==> src/rtl/core/fca_pkg.sv <==
`default_nettype none
package fca_pkg;
  localparam int ENTRIES_DEF = 4096;
  localparam int ROOT_DEF = 1;
  localparam logic [15:0] END_OF_CHAIN = 16'hFFFF;
  localparam logic [12:0] TABLE_LENGTH_RESET = 13'd4096;

  typedef enum logic [1:0] {
    FUNC_APPEND = 2'd0,
    FUNC_INSERT = 2'd1,
    FUNC_REMOVE = 2'd2,
    FUNC_READ   = 2'd3
  } func_t;

  typedef enum logic [3:0] {
    ST_CLEAR,
    ST_IDLE,
    ST_RD,
    ST_RD_WAIT,
    ST_DISPATCH,
    ST_ALLOC,
    ST_SCAN,
    ST_SCAN_WAIT,
    ST_SPLICE,
    ST_REM_PREV,
    ST_WALK,
    ST_WALK_WAIT,
    ST_DONE
  } state_t;

  typedef enum logic [3:0] {
    CMD_NONE,
    CMD_CLEAR,
    CMD_LOAD,
    CMD_FETCH,
    CMD_READ_CL,
    CMD_ALLOC,
    CMD_SCAN_RD,
    CMD_SCAN_CHK,
    CMD_SPLICE,
    CMD_REM_PREV,
    CMD_WALK_RD,
    CMD_WALK_FREE,
    CMD_FINISH
  } cmd_t;

  typedef struct packed {
    logic clear_done;
    logic full;
    logic scan_hit;
    logic scan_end;
    logic walk_end;
    logic rem_none;
    logic has_prev;
  } status_t;
endpackage
`default_nettype wire

==> src/rtl/core/fca_ctrl.sv <==
`default_nettype none
module fca_ctrl (
  input  wire logic clk,
  input  wire logic rst,
  input  wire logic in_valid,
  output logic in_ready,
  output logic out_valid,
  input  wire logic out_ready,
  input  wire logic [1:0] func,
  input  wire fca_pkg::status_t status,
  output fca_pkg::cmd_t cmd
);
  import fca_pkg::*;
  state_t state, state_next;
  logic [1:0] f;

  always_ff @(posedge clk) begin
    if (rst) begin
      state <= ST_CLEAR;
      f <= FUNC_READ;
    end else begin
      state <= state_next;
      if (state == ST_IDLE && in_valid) f <= func;
    end
  end

  always_comb begin
    state_next = state;
    cmd = CMD_NONE;
    in_ready = 1'b0;
    out_valid = 1'b0;
    case (state)
      ST_CLEAR: begin
        cmd = CMD_CLEAR;
        if (status.clear_done) state_next = ST_IDLE;
      end
      ST_IDLE: begin
        in_ready = 1'b1;
        if (in_valid) begin
          cmd = CMD_LOAD;
          state_next = ST_RD;
        end
      end
      ST_RD: begin
        cmd = CMD_FETCH;
        state_next = ST_RD_WAIT;
      end
      ST_RD_WAIT: begin
        cmd = CMD_READ_CL;
        state_next = ST_DISPATCH;
      end
      ST_DISPATCH: begin
        if (f == FUNC_READ) state_next = ST_DONE;
        else if (f == FUNC_REMOVE) begin
          if (status.rem_none) state_next = ST_DONE;
          else state_next = ST_REM_PREV;
        end else if (status.full) state_next = ST_DONE;
        else state_next = ST_ALLOC;
      end
      ST_ALLOC: begin
        cmd = CMD_ALLOC;
        state_next = ST_SCAN;
      end
      ST_SCAN: state_next = ST_SCAN_WAIT;
      ST_SCAN_WAIT: begin
        cmd = CMD_SCAN_CHK;
        if (status.scan_hit || status.scan_end) state_next = ST_SPLICE;
        else state_next = ST_SCAN;
      end
      ST_SPLICE: begin
        cmd = CMD_SPLICE;
        state_next = ST_DONE;
      end
      ST_REM_PREV: begin
        if (status.has_prev) cmd = CMD_REM_PREV;
        state_next = ST_WALK;
      end
      ST_WALK: begin
        if (status.walk_end) begin
          cmd = CMD_FINISH;
          state_next = ST_DONE;
        end else begin
          cmd = CMD_WALK_RD;
          state_next = ST_WALK_WAIT;
        end
      end
      ST_WALK_WAIT: begin
        cmd = CMD_WALK_FREE;
        state_next = ST_WALK;
      end
      ST_DONE: begin
        out_valid = 1'b1;
        if (out_ready) state_next = ST_IDLE;
      end
      default: state_next = ST_IDLE;
    endcase
  end
endmodule
`default_nettype wire

==> config.mk <==
export PLATFORM = sky130hd
export DESIGN_NAME = fca_ctrl
export DESIGN_NICKNAME = d
export VERILOG_FILES = /design/src/rtl/core/fca_pkg.sv /design/src/rtl/core/fca_ctrl.sv
export SDC_FILE = /design/constraint.sdc
export NUM_CORES = 1
export LEC_CHECK = 0
export ABC_AREA = 0
export BUFFER_PORTS_ARGS = -buffer_cell sky130_fd_sc_hd__buf_2
export CORE_AREA = 4 4 41 43
export CTS_CLUSTER_DIAMETER = 30
export CTS_CLUSTER_SIZE = 20
export DETAILED_ROUTE_END_ITERATION = 10
export DIE_AREA = 0 0 45 47
export PLACE_DENSITY_LB_ADDON = 0.25
export SYNTH_ARGS = -nofsm -noshare
export SYNTH_HDL_FRONTEND = slang
export SYNTH_SLANG_ARGS = --single-unit
==> constraint.sdc <==
create_clock -name clk -period 1.8 [get_ports clk]
set_input_delay 0.45 -clock clk [delete_from_list [all_inputs] [get_ports clk]]
set_output_delay 0.45 -clock clk [all_outputs]
set_load 0.005 [all_outputs]
**Word level (Yosys, flattened, before mapping)**

Index checks and enable logic that the tools add are counted.

- Equal/unequal tests: 17
- Multiplexer cells: 16
- Reductions and logical operators: 5

Operators with widths:

| kind | count |
|---|---|
| one-hot mux 4 bit (12 select lines) | 1 |
| one-hot mux 4 bit (10 select lines) | 1 |
| 2-to-1 mux 4 bit | 8 |
| == test 4 bit, second input constant | 5 |
| == test 4 x 3 -> 1 bit, second input constant | 4 |
| 2-to-1 mux 3 bit | 3 |
| == test 4 x 2 -> 1 bit, second input constant | 2 |
| != test 2 bit, second input constant | 3 |
| == test 2 bit, second input constant | 2 |
| == test 4 x 1 -> 1 bit, second input constant | 1 |
| zero test 4 bit | 1 |
| AND reduction 3 bit | 1 |
| 2-to-1 mux 1 bit | 2 |
| 2-to-1 mux 2 bit | 1 |
| OR reduction 2 bit | 1 |
| logical AND 1 bit | 1 |
| logical OR 1 bit | 1 |

- Bits in registers: 6
- Input port bits: 13
- Word-level logic and storage cells: 40

**Depth between registers and ports, before layout**

Gate-level depths: netlist of run 1.

- Depth in word-level cells: 4
- Gate-level depth with buffers: 5
- Mapped depth without buffers: 4

**Least setup slack after synthesis of run 1**

OpenSTA, ideal clock, no wires.

- Kind: register -> output
- Start point: register state[3]
- End point: output cmd[1]
- Arrival: 1,093 ps
- Required time: 1,350 ps
- Setup slack: 257 ps
- Cell stages (with the launch flop): 4
- Buffers on the path: 1
- Path through: dfxtp_1 buf_2 nor3_1 a22o_1

- Cells in the longest elaborated chain, start to end: 2

RTL lines:

| item | line | text |
|---|---|---|
| from (decl) | fca_ctrl.sv:14 | `state_t state, state_next;` |
| from (signal assigned) | fca_ctrl.sv:22 | `state <= state_next;` |
| == test 4 bit, or another cell as far along | fca_ctrl.sv:32 | `case (state)` |
| one-hot mux 4 bit (10 select lines) (*) | fca_ctrl.sv:32 |  |
| to (decl) | fca_ctrl.sv:11 | `output fca_pkg::cmd_t cmd` |

Mark *: on every way between the ends. The rest lies on a longest branch, timed or not.

**Worst setup path after layout of run 1**

Ends and elaborated chain as after synthesis.

==> results of run 1 <==
worst max-delay path by stage:
stage,from,endpoint,slack (ns),cells after the start
2_1_floorplan,state[3]$_SDFFE_PP0P_,cmd[1],0.26,3
3_3_place_gp,status[2],cmd[1],0.16,6
3_5_place_dp,status[2],cmd[1],0.13,6
4_1_cts,state[3]$_SDFFE_PP0P_,cmd[1],0.008,5
5_1_grt,state[3]$_SDFFE_PP0P_,cmd[0],-0.002,4
6_report,state[3]$_SDFFE_PP0P_,cmd[1],0.08,4
cell usage after synthesis, drive strengths merged:
library cell	n
o211a	1
nor3	2
o21ai	6
o211ai	1
or4b	1
inv	1
a31oi	1
nand2	8
a21oi	6
o21a	1
or3	1
a22o	1
o41ai	1
nand3	2
nand3b	5
o31ai	2
and3	1
a211oi	1
nor3b	1
buf	4
dfxtp	6
a221oi	1
nor2b	1
a2111oi	1
o22ai	1
nor2	6
nand2b	4
report_power, final:
part / total (mW) / leakage (nW) / internal [mW] / switching, mW
combinational: 0.268 / 0.237 / 0.137 / 0.131
sequential: 0.182 / 0.0503 / 0.154 / 0.0274
clock: 0.122 / 0.0138 / 0.0753 / 0.0466
total: 0.572 / 0.301 / 0.367 / 0.205
metal layers:
metal	part of all wire, %	vias to the layer above
met1	48	251
met3	6.0	2
met4	0.23	0
li1	-	304
met2	45	25
met5	0	-
final cells by class:
class / instances / area [um^2] / area share [%]
Clock buffer: 3 / 22.5 / 3.38
Inverter: 1 / 3.75 / 0.563
Multi-Input combinational cell: 56 / 363 / 54.4
Sequential cell: 6 / 124 / 18.6
Tap cell: 15 / 18.8 / 2.81
Timing Repair Buffer: 24 / 135 / 20.3
through the flow:
stage / cells / area, um^2 / setup WS [ns]
2_1_floorplan: 67 / 488 / 0.257
3_3_place_gp: 102 / 616 / 0.156
3_5_place_dp: 102 / 616 / 0.130
4_1_cts: 105 / 644 / 0.00788
5_1_grt: 105 / 667 / -0.00150
6_report: 105 / 667 / 0.0756
sequential cells by signal, summed over array words and instances, names as in the netlist:
name   flops
state      4
f          2
kinds of logic after synthesis:
logic type | Yosys count
AOI/OAI and AO/OA | 24
buffers and inverters | 5
DFF | 6
and+or+nand+nor | 32
repair_timing:
item,in CTS,in global routing
endpoints found under the setup margin,3,5
endpoints found under the hold margin,0,0
hold buffers,0,0
pin swaps,0,0
resized for setup,3,8
==> out/metrics.yaml, run 1 <==
run_status:
  status: "completed"
drt:
  avgViaCountPerCell: 5.54
  antenna_left: 0
  drc: 0
  dr.pass1.iters: 4
  num_vias: 582
  routed_wl_um: 1330
  wire_per_inst_um: 12.6
  drt_iter0_markers: 5
floorplanning:
  die_x_um: 45
  coreArea_mm2: 0.00130
  rows: 13
  chipHeight_um: 47
  initial_core_util_pct: 37.5
  die_area_mm2: 0.00212
  io_pins: 19
logic_synthesis:
  syn_area_per_cell_um2: 7.28
  syn_inst: 67
  synth_area_leaders: "dfxtp_1 (25%), nand3b_1 (7.7%), a21oi_1 (6.2%)"
  ys_ff_latch: 6
  synthAdderAreaFrac_pct: 0
  ys_seq_area_share_pct: 24.6
  synth_top_area_share_pct: 24.6
  yosys.area.top_type: "dfxtp_1"
  synth_top_family_by_area: "simple AND/OR/NAND/NOR gates"
  synth_compound_area_share_pct: 31.8
  synth_area_um2: 488
  ys_warn_count: 0
  synth_cell_types: 29
  synth-simple-area-share_pct: 37.4
  synth_xor_area_share_pct: 0
  synthMuxAreaShare_pct: 0
  syn-num-nets: 80
timing:
  skew_ns: 0.00499
  fmax_ghz: 0.580
  finalCritPeriodShare_pct: 95.8
  period_needed_ns: 1.72
  max_slew_margin_pct: 75.8
  hold_viol_final: 0
  drv_slew: 0
  tightest_slew_ns: 0.353
  final-setup-viol-count: 0
  holdWs_ns: 0.432
  fin_setup_tns_ns: 0
worst_setup_path:
  critPathMaxFanout: 12
  r2r_start: "state[0]$_SDFFE_PP0P_"
  cp.buffers_inverters: 2
  end_kind: "output pin"
  path_cells: "buf_4 -> nor3_4 -> a22o_1 -> buf_2"
  crit_required_ns: 1.35
  reg2reg_slack_ns: 0.40
  cpPeakStageDelay_ns: 0.40
  crit_type: "reg -> out"
  crit_arrival_ns: 1.27
  ff2ff_path_depth: 5
  cp_slowest_cell: "dfxtp_2"
  r2r_end: "f[1]$_SDFFE_PP1P_"
  cp-start-kind: "flip-flop"
  crit_family: "flip-flops"
layout:
  drive_gt1_share_pct: 40.0
  area_growth_pct: 36.7
  fillers: 138
  mostFrequentLayoutCells: "buf_2 (18), nand2_1 (8), nor2_1 (6), a21oi_1 (6), buf_4 (6)"
  nNetsFinal: 105
  diodes: 0
  layout.core_utilization_pct: 51.2
  layout_commonest_cell: "buf_2"
min_path:
  hold_end: "state[3]$_SDFFE_PP0P_"
  hold_depth: 2
  hold_class: "in -> reg"
  min_from: "rst"
grt:
  grt_pass1_vias: 516
  grtUsageMet2_pct: 20.9
  met3_usage_pct: 2.30
  globalRoute.totalOverflow: 0
  grt_start_max_net_pins: 13
  grt.total_usage_pct: 14.0
  grt_pass1_wl_um: 2170
  use_met1_pct: 19.4
  busiest_layer: "met2"
  antenna_found_initial: 0
cts:
  clk_path_buf_depth: 2
  cts_buffers: 3
  insertion_delay_ns: 0.24
  clk_pin_slew_ns: 0.05
  root_buffer: "clkbuf_4"
  htree_levels: 1
  cts_tree: "built"
  cts.sinks: 6
  cts_setup_buffers: 0
run:
  drv_cap: 0
power_and_ir_drop:
  peakVddDrop_uv: 416
  p_per_area_mw_per_mm2: 857
  totalPowerFinal_mw: 0.572
  p_leak_nw: 0.301
placement:
  dp_hpwl_um: 1010
  portBuffers: 18
  gp_congestion: 0.900
Power figures use the tool's default switching activity.
==> run 2: changes to the inputs <==
Settings changed: PLACE_DENSITY set to 0.64, PLACE_DENSITY_LB_ADDON 0.25 to unset.
==> run 2 against run 1 <==
Against the previous run:
- combinational power is 7% lower
- flip-flop and latch count stayed put
- core utilization is 1.8 points lower
- sequential share of layout area is 0.49 points higher
- largest cell class unchanged
==> out/metrics.yaml, run 2 (synthesis results as in run 1) <==
worst_setup_path:
  path_cells: "buf_4 -> nand2b_4 -> nor3_2 -> a22o_1 -> buf_2"
  crit_type: "reg -> out"
  crit_arrival_ns: 1.29  # +0.02 ns
  end_kind: "output pin"
  cp-start-kind: "flip-flop"
  cpPeakStageDelay_ns: 0.35  # -0.05 ns
  crit_required_ns: 1.35  # about the same
  ff2ff_path_depth: 5  # unchanged
  cp_slowest_cell: "dfxtp_1"
  r2r_end: "f[1]$_SDFFE_PP1P_"
  crit_family: "flip-flops"
  r2r_start: "state[0]$_SDFFE_PP0P_"
  reg2reg_slack_ns: 0.41  # about the same
  cp.buffers_inverters: 2  # unchanged
  critPathMaxFanout: 10  # -2
drt:
  dr.pass1.iters: 4  # unchanged
  drt_iter0_markers: 10  # +5
  num_vias: 570  # -2.1%
  drc: 0  # unchanged
  wire_per_inst_um: 12.1  # -4.5%
  routed_wl_um: 1260  # -5.4%
  avgViaCountPerCell: 5.48  # -1.1%
  antenna_left: 0  # unchanged
grt:
  grt.total_usage_pct: 12.1  # -1.9 points
  antenna_found_initial: 0  # unchanged
  globalRoute.totalOverflow: 0  # unchanged
  grt_pass1_vias: 485  # -6.0%
  grt_pass1_wl_um: 1900  # -12%
  grt_start_max_net_pins: 11  # -2
placement:
  gp_congestion: 0.858  # -4.6%
  placed_cells_incl_taps: 101  # -0.98%
  place_area_um2: 608  # -1.2%
  portBuffers: 18  # unchanged
  dp_hpwl_um: 1020  # +0.49%
timing:
  final-setup-viol-count: 0  # unchanged
  max_slew_margin_pct: 75.9  # about the same
  hold_viol_final: 0  # unchanged
  period_needed_ns: 1.74  # +0.0139 ns
  skew_ns: 0.00389  # -0.00111 ns
  rsz0062_at_grt: "no"
  fin_setup_tns_ns: 0  # unchanged
  drv_slew: 0  # unchanged
  holdWs_ns: 0.429  # -0.00316 ns
  tightest_slew_ns: 0.353  # -0.000466 ns
  finalCritPeriodShare_pct: 96.6  # +0.77 points
  fmax_ghz: 0.575  # -0.80%
layout:
  nNetsFinal: 104  # -0.95%
  fin_cells: 104  # -0.95%
  area_growth_pct: 31.8
  drive_gt1_share_pct: 37.1  # -2.9 points
  largest_reg_flops: 4  # unchanged
  diodes: 0  # unchanged
  top_register: "state"
  fillers: 143  # +3.6%
  layout_commonest_cell: "buf_2"
  largest_registers: "state (4), f (2)"
  final_area_um2: 643  # -3.6%
  mostFrequentLayoutCells: "buf_2 (18), nand2_1 (8), nor2_1 (6), a21oi_1 (6)"
cts:
  cts_buffers: 3  # unchanged
  cts_setup_buffers: 0  # unchanged
  cts.sinks: 6  # unchanged
  clk_path_buf_depth: 2  # unchanged
  htree_levels: 1  # unchanged
  clk_pin_slew_ns: 0.05  # about the same
  cts_tree: "built"
  root_buffer: "clkbuf_4"
  insertion_delay_ns: 0.24  # about the same
floorplanning:
  rows: 13  # unchanged
  die_x_um: 45  # unchanged
  die_area_mm2: 0.00212  # unchanged
  chipHeight_um: 47  # unchanged
  io_pins: 19  # unchanged
  initial_core_util_pct: 37.5  # unchanged
  coreArea_mm2: 0.00130  # unchanged
min_path:
  hold_depth: 2  # unchanged
  min_from: "rst"
  hold_end: "state[2]$_SDFFE_PP0P_"
  hold_class: "in -> reg"
power_and_ir_drop:
  peakVddDrop_uv: 542  # +30%
  p_leak_nw: 0.296  # -1.5%
  p_per_area_mw_per_mm2: 850  # -0.89%
run:
  drv_cap: 0  # unchanged
run_status:
  status: "completed"
==> run 2: power by group <==
group / total (mW) / switching [mW] / internal (mW) / leakage, nW
combinational: 0.249 / 0.124 / 0.125 / 0.232
sequential: 0.177 / 0.0235 / 0.153 / 0.0500
clock: 0.121 / 0.0458 / 0.0752 / 0.0138
total: 0.547 / 0.193 / 0.353 / 0.296
==> run 2: layer usage <==
metal	GRT usage, %	vias to the layer above	part of all wire (%)	wire length, um
met1	15.1	258	44	557
met2	21.2	18	50	625
met5	0	-	0	0
met4	3.51	0	0	0
met3	2.30	0	5.7	71
li1	-	294	-	-
==> run 2: how the worst max path moves through the flow <==
stage | depth (start not counted) | end | startpoint | slack (ns)
detailed placement | 6 | cmd[1] | status[2] | 0.18
CTS | 5 | cmd[1] | state[0]$_SDFFE_PP0P_ | 0.0003
floorplan | 3 | cmd[1] | state[3]$_SDFFE_PP0P_ | 0.26
global placement | 6 | cmd[1] | status[2] | 0.18
global route | 5 | cmd[1] | state[3]$_SDFFE_PP0P_ | 0.009
finish | 5 | cmd[1] | state[0]$_SDFFE_PP0P_ | 0.06
==> run 2: worst register-to-register path, cell delays in order, from the launching register on <==
cell and delay, ns:
dfxtp_1 0.35, buf_4 0.18, nand2b_4 0.08, or4b_4 0.51, nand2_1 0.08, nand3b_1 0.07
==> run 2: final cells by class <==
cell class / count / area (um^2) / share of cell area (%)
multi-input combinational: 56 / 348 / 54.1
clock buffer: 3 / 22.5 / 3.50
tap: 15 / 18.8 / 2.92
sequential: 6 / 123 / 19.1
timing repair buffer: 23 / 128 / 19.8
inverter: 1 / 3.75 / 0.584
==> run 2: repair_timing <==
| item | 4_1_cts | 5_1_grt |
|---|---|---|
| hold buffers | 0 | 0 |
| endpoints found under the setup margin | 2 | 2 |
| cloned | 0 | 0 |
| resized for setup | 3 | 3 |
| endpoints found under the hold margin | 0 | 0 |
==> run 2: per-stage QoR <==
stage / total power, mW / worst slack [ns] / utilization, %
final: 0.547 / 0.0617 / 49.4
after global routing: 0.587 / 0.00855 / 49.4
after global placement: 0.419 / 0.179 / 46.7
after CTS: 0.544 / 0.000269 / 49.0
after detailed placement: 0.419 / 0.180 / 46.7
after floorplan: 0.340 / 0.257 / -
==> run 3: changes to the inputs <==
Settings changed: CELL_PAD_IN_SITES_DETAIL_PLACEMENT set to 0, CELL_PAD_IN_SITES_GLOBAL_PLACEMENT set to 1, CORE_AREA 4 4 41 43 to unset, CORE_UTILIZATION set to 31, DIE_AREA 0 0 45 47 to unset, PLACE_DENSITY 0.64 to 0.75.
==> run 3 against run 2 <==
Against the previous run:
- cell area rose by 4.1%
- power up 4.3%
- core utilization down 1.0 points
- sequential share of layout area down 0.75 points
- clock power barely moved
- sequential power about the same
- largest cell class unchanged
- first-iteration DRC count up 40%
- wire length grew 0.64%
- critical path type unchanged
- critical path depth did not move
- setup slack improved by 0.017 ns
- non-clock buffer count grew 1
- flip-flop and latch count unchanged
==> out/metrics.yaml, run 3 (synthesis results as in run 1) <==
layout:
  mostFrequentLayoutCells: "buf_2 (18), nand2_1 (8), nor2_1 (6), a21oi_1 (6)"
  layout_commonest_cell: "buf_2"
  area_growth_pct: 37.2
  drive_gt1_share_pct: 38.9  # +1.8 points
  largest_reg_flops: 4  # unchanged
  layout.core_utilization_pct: 48.4  # -1.0 points
  fillers: 135  # -5.6%
  final_area_um2: 669  # +4.1%
  diodes: 0  # unchanged
  multi_input_area_um2: 363  # +4.3%
  fin_cells: 105  # +0.96%
  nNetsFinal: 105  # +0.96%
  top_register: "state"
  layout.area.seq_um2: 123  # unchanged
  largest_registers: "state (4), f (2)"
worst_setup_path:
  crit_family: "flip-flops"
  cp_slowest_cell: "dfxtp_1"
  crit_required_ns: 1.35  # about the same
  crit_type: "reg -> out"
  crit_arrival_ns: 1.27  # -0.02 ns
  cp-start-kind: "flip-flop"
  path_cells: "buf_6 -> nand2b_4 -> nor3_4 -> a22o_1 -> buf_2"
  critPathMaxFanout: 10  # unchanged
  end_kind: "output pin"
  cp.buffers_inverters: 2  # unchanged
  reg2reg_slack_ns: 0.42  # about the same
  ff2ff_path_depth: 5  # unchanged
  cpPeakStageDelay_ns: 0.36  # about the same
  r2r_end: "f[0]$_SDFFE_PP1P_"
  r2r_start: "state[0]$_SDFFE_PP0P_"
grt:
  globalRoute.totalOverflow: 0  # unchanged
  grt_pass1_wl_um: 2080  # +9.0%
  grt.total_usage_pct: 15.2  # +3.1 points
  grt_start_max_net_pins: 11  # unchanged
  antenna_found_initial: 0  # unchanged
  grt_pass1_vias: 508  # +4.7%
min_path:
  hold_depth: 2  # unchanged
  hold_end: "state[3]$_SDFFE_PP0P_"
  min_from: "rst"
  hold_class: "in -> reg"
drt:
  routed_wl_um: 1260  # +0.64%
  avgViaCountPerCell: 5.62  # +2.5%
  wl_met3_um: 43  # -39%
  antenna_left: 0  # unchanged
  m1WireLength_um: 600  # +7.7%
  drt_iter0_markers: 14  # +4
  drc: 0  # unchanged
  dr.pass1.iters: 5  # +1
  wire_per_inst_um: 12.0  # -0.32%
  wl_met2_um: 600  # -4.0%
  top_layer: "met4"
  num_vias: 590  # +3.5%
power_and_ir_drop:
  peakVddDrop_uv: 336  # -38%
  p_leak_nw: 0.302  # +1.8%
  p_per_area_mw_per_mm2: 852  # +0.24%
timing:
  fmax_ghz: 0.581  # +1.0%
  skew_ns: 0.000333  # -0.00355 ns
  drv_slew: 0  # unchanged
  finalCritPeriodShare_pct: 95.6  # -0.95 points
  rsz0062_at_grt: "no"
  max_slew_margin_pct: 76.1  # +0.21 points
  fin_setup_tns_ns: 0  # unchanged
  hold_viol_final: 0  # unchanged
  period_needed_ns: 1.72  # -0.0172 ns
  tightest_slew_ns: 0.350  # -0.00311 ns
  final-setup-viol-count: 0  # unchanged
cts:
  insertion_delay_ns: 0.24  # about the same
  clk_pin_slew_ns: 0.04  # about the same
  clk_path_buf_depth: 2  # unchanged
  root_buffer: "clkbuf_4"
  htree_levels: 1  # unchanged
  cts_buffers: 3  # unchanged
  cts_tree: "built"
  ctsHoldBuffers: 0  # unchanged
  cts.sinks: 6  # unchanged
floorplanning:
  die_x_um: 41.7  # -7.4%
  rows: 13  # unchanged
  coreArea_mm2: 0.00138  # +6.3%
  chipHeight_um: 41.7  # -11%
  initial_core_util_pct: 35.3  # -2.2 points
  io_pins: 19  # unchanged
  die_area_mm2: 0.00174  # -18%
placement:
  placed_cells_incl_taps: 102  # +0.99%
  place_area_um2: 616  # +1.2%
  dp_hpwl_um: 989  # -2.7%
  portBuffers: 18  # unchanged
  gp_congestion: 0.747  # -13%
run_status:
  status: "completed"
run:
  drv_cap: 0  # unchanged
[run 3: cell types whose count changed in the layout (fill, tap and decap cells not counted)]
cell,before,now
nor2b_2,1,0
o21ai_2,0,1
buf_6,0,1
o21ai_1,1,0
nor3_2,1,0
nor2b_4,0,1
nor3_4,0,1
[run 3: power breakdown]
part	internal [mW]	total (mW)	switching, mW
combinational	0.136	0.269	0.132
clock	0.0754	0.124	0.0488
sequential	0.153	0.177	0.0238
[run 3: layout make-up]
cell class | instances | share of cell area (%)
Clock buffer | 3 | 3.36
Sequential cell | 6 | 18.3
Timing Repair Buffer | 24 | 20.7
Multi-Input combinational cell | 56 | 54.2
Tap cell | 15 | 2.80
Inverter | 1 | 0.561
[run 3: per-stage QoR]
step                      hold slack [ns]  setup WS (ns)  power (mW)
after global routing                0.413       0.000960       0.618
final                               0.418         0.0789       0.570
after floorplan                     0.436          0.257       0.340
after detailed placement            0.466          0.172       0.424
after global placement              0.455          0.181       0.423
after CTS                           0.416         0.0171       0.554
[run 3: worst max path at each step]
stage | start | to | slack (ns) | cells past startpoint
floorplan | state[3]$_SDFFE_PP0P_ | cmd[1] | 0.26 | 3
global placement | status[2] | cmd[1] | 0.18 | 6
detailed placement | state[0]$_SDFFE_PP0P_ | cmd[1] | 0.17 | 5
CTS | state[0]$_SDFFE_PP0P_ | cmd[1] | 0.02 | 5
global route | state[0]$_SDFFE_PP0P_ | cmd[1] | 0.001 | 5
finish | state[0]$_SDFFE_PP0P_ | cmd[1] | 0.08 | 5
[run 3: metal layers]
| metal | GRT usage, % | vias to the layer above |
|---|---|---|
| li1 | - | 301 |
| met1 | 20.5 | 268 |
| met2 | 24.1 | 19 |
| met3 | 1.30 | 2 |
| met4 | 7.74 | 0 |
| met5 | 0 | - |
[run 3: timing repair]
item                                    4_1_cts  5_1_grt
gates resized for setup                       3        7
hold endpoints to repair                      0        0
endpoints found under the setup margin        2        3
setup buffers                                 0        0
gates cloned                                  0        0
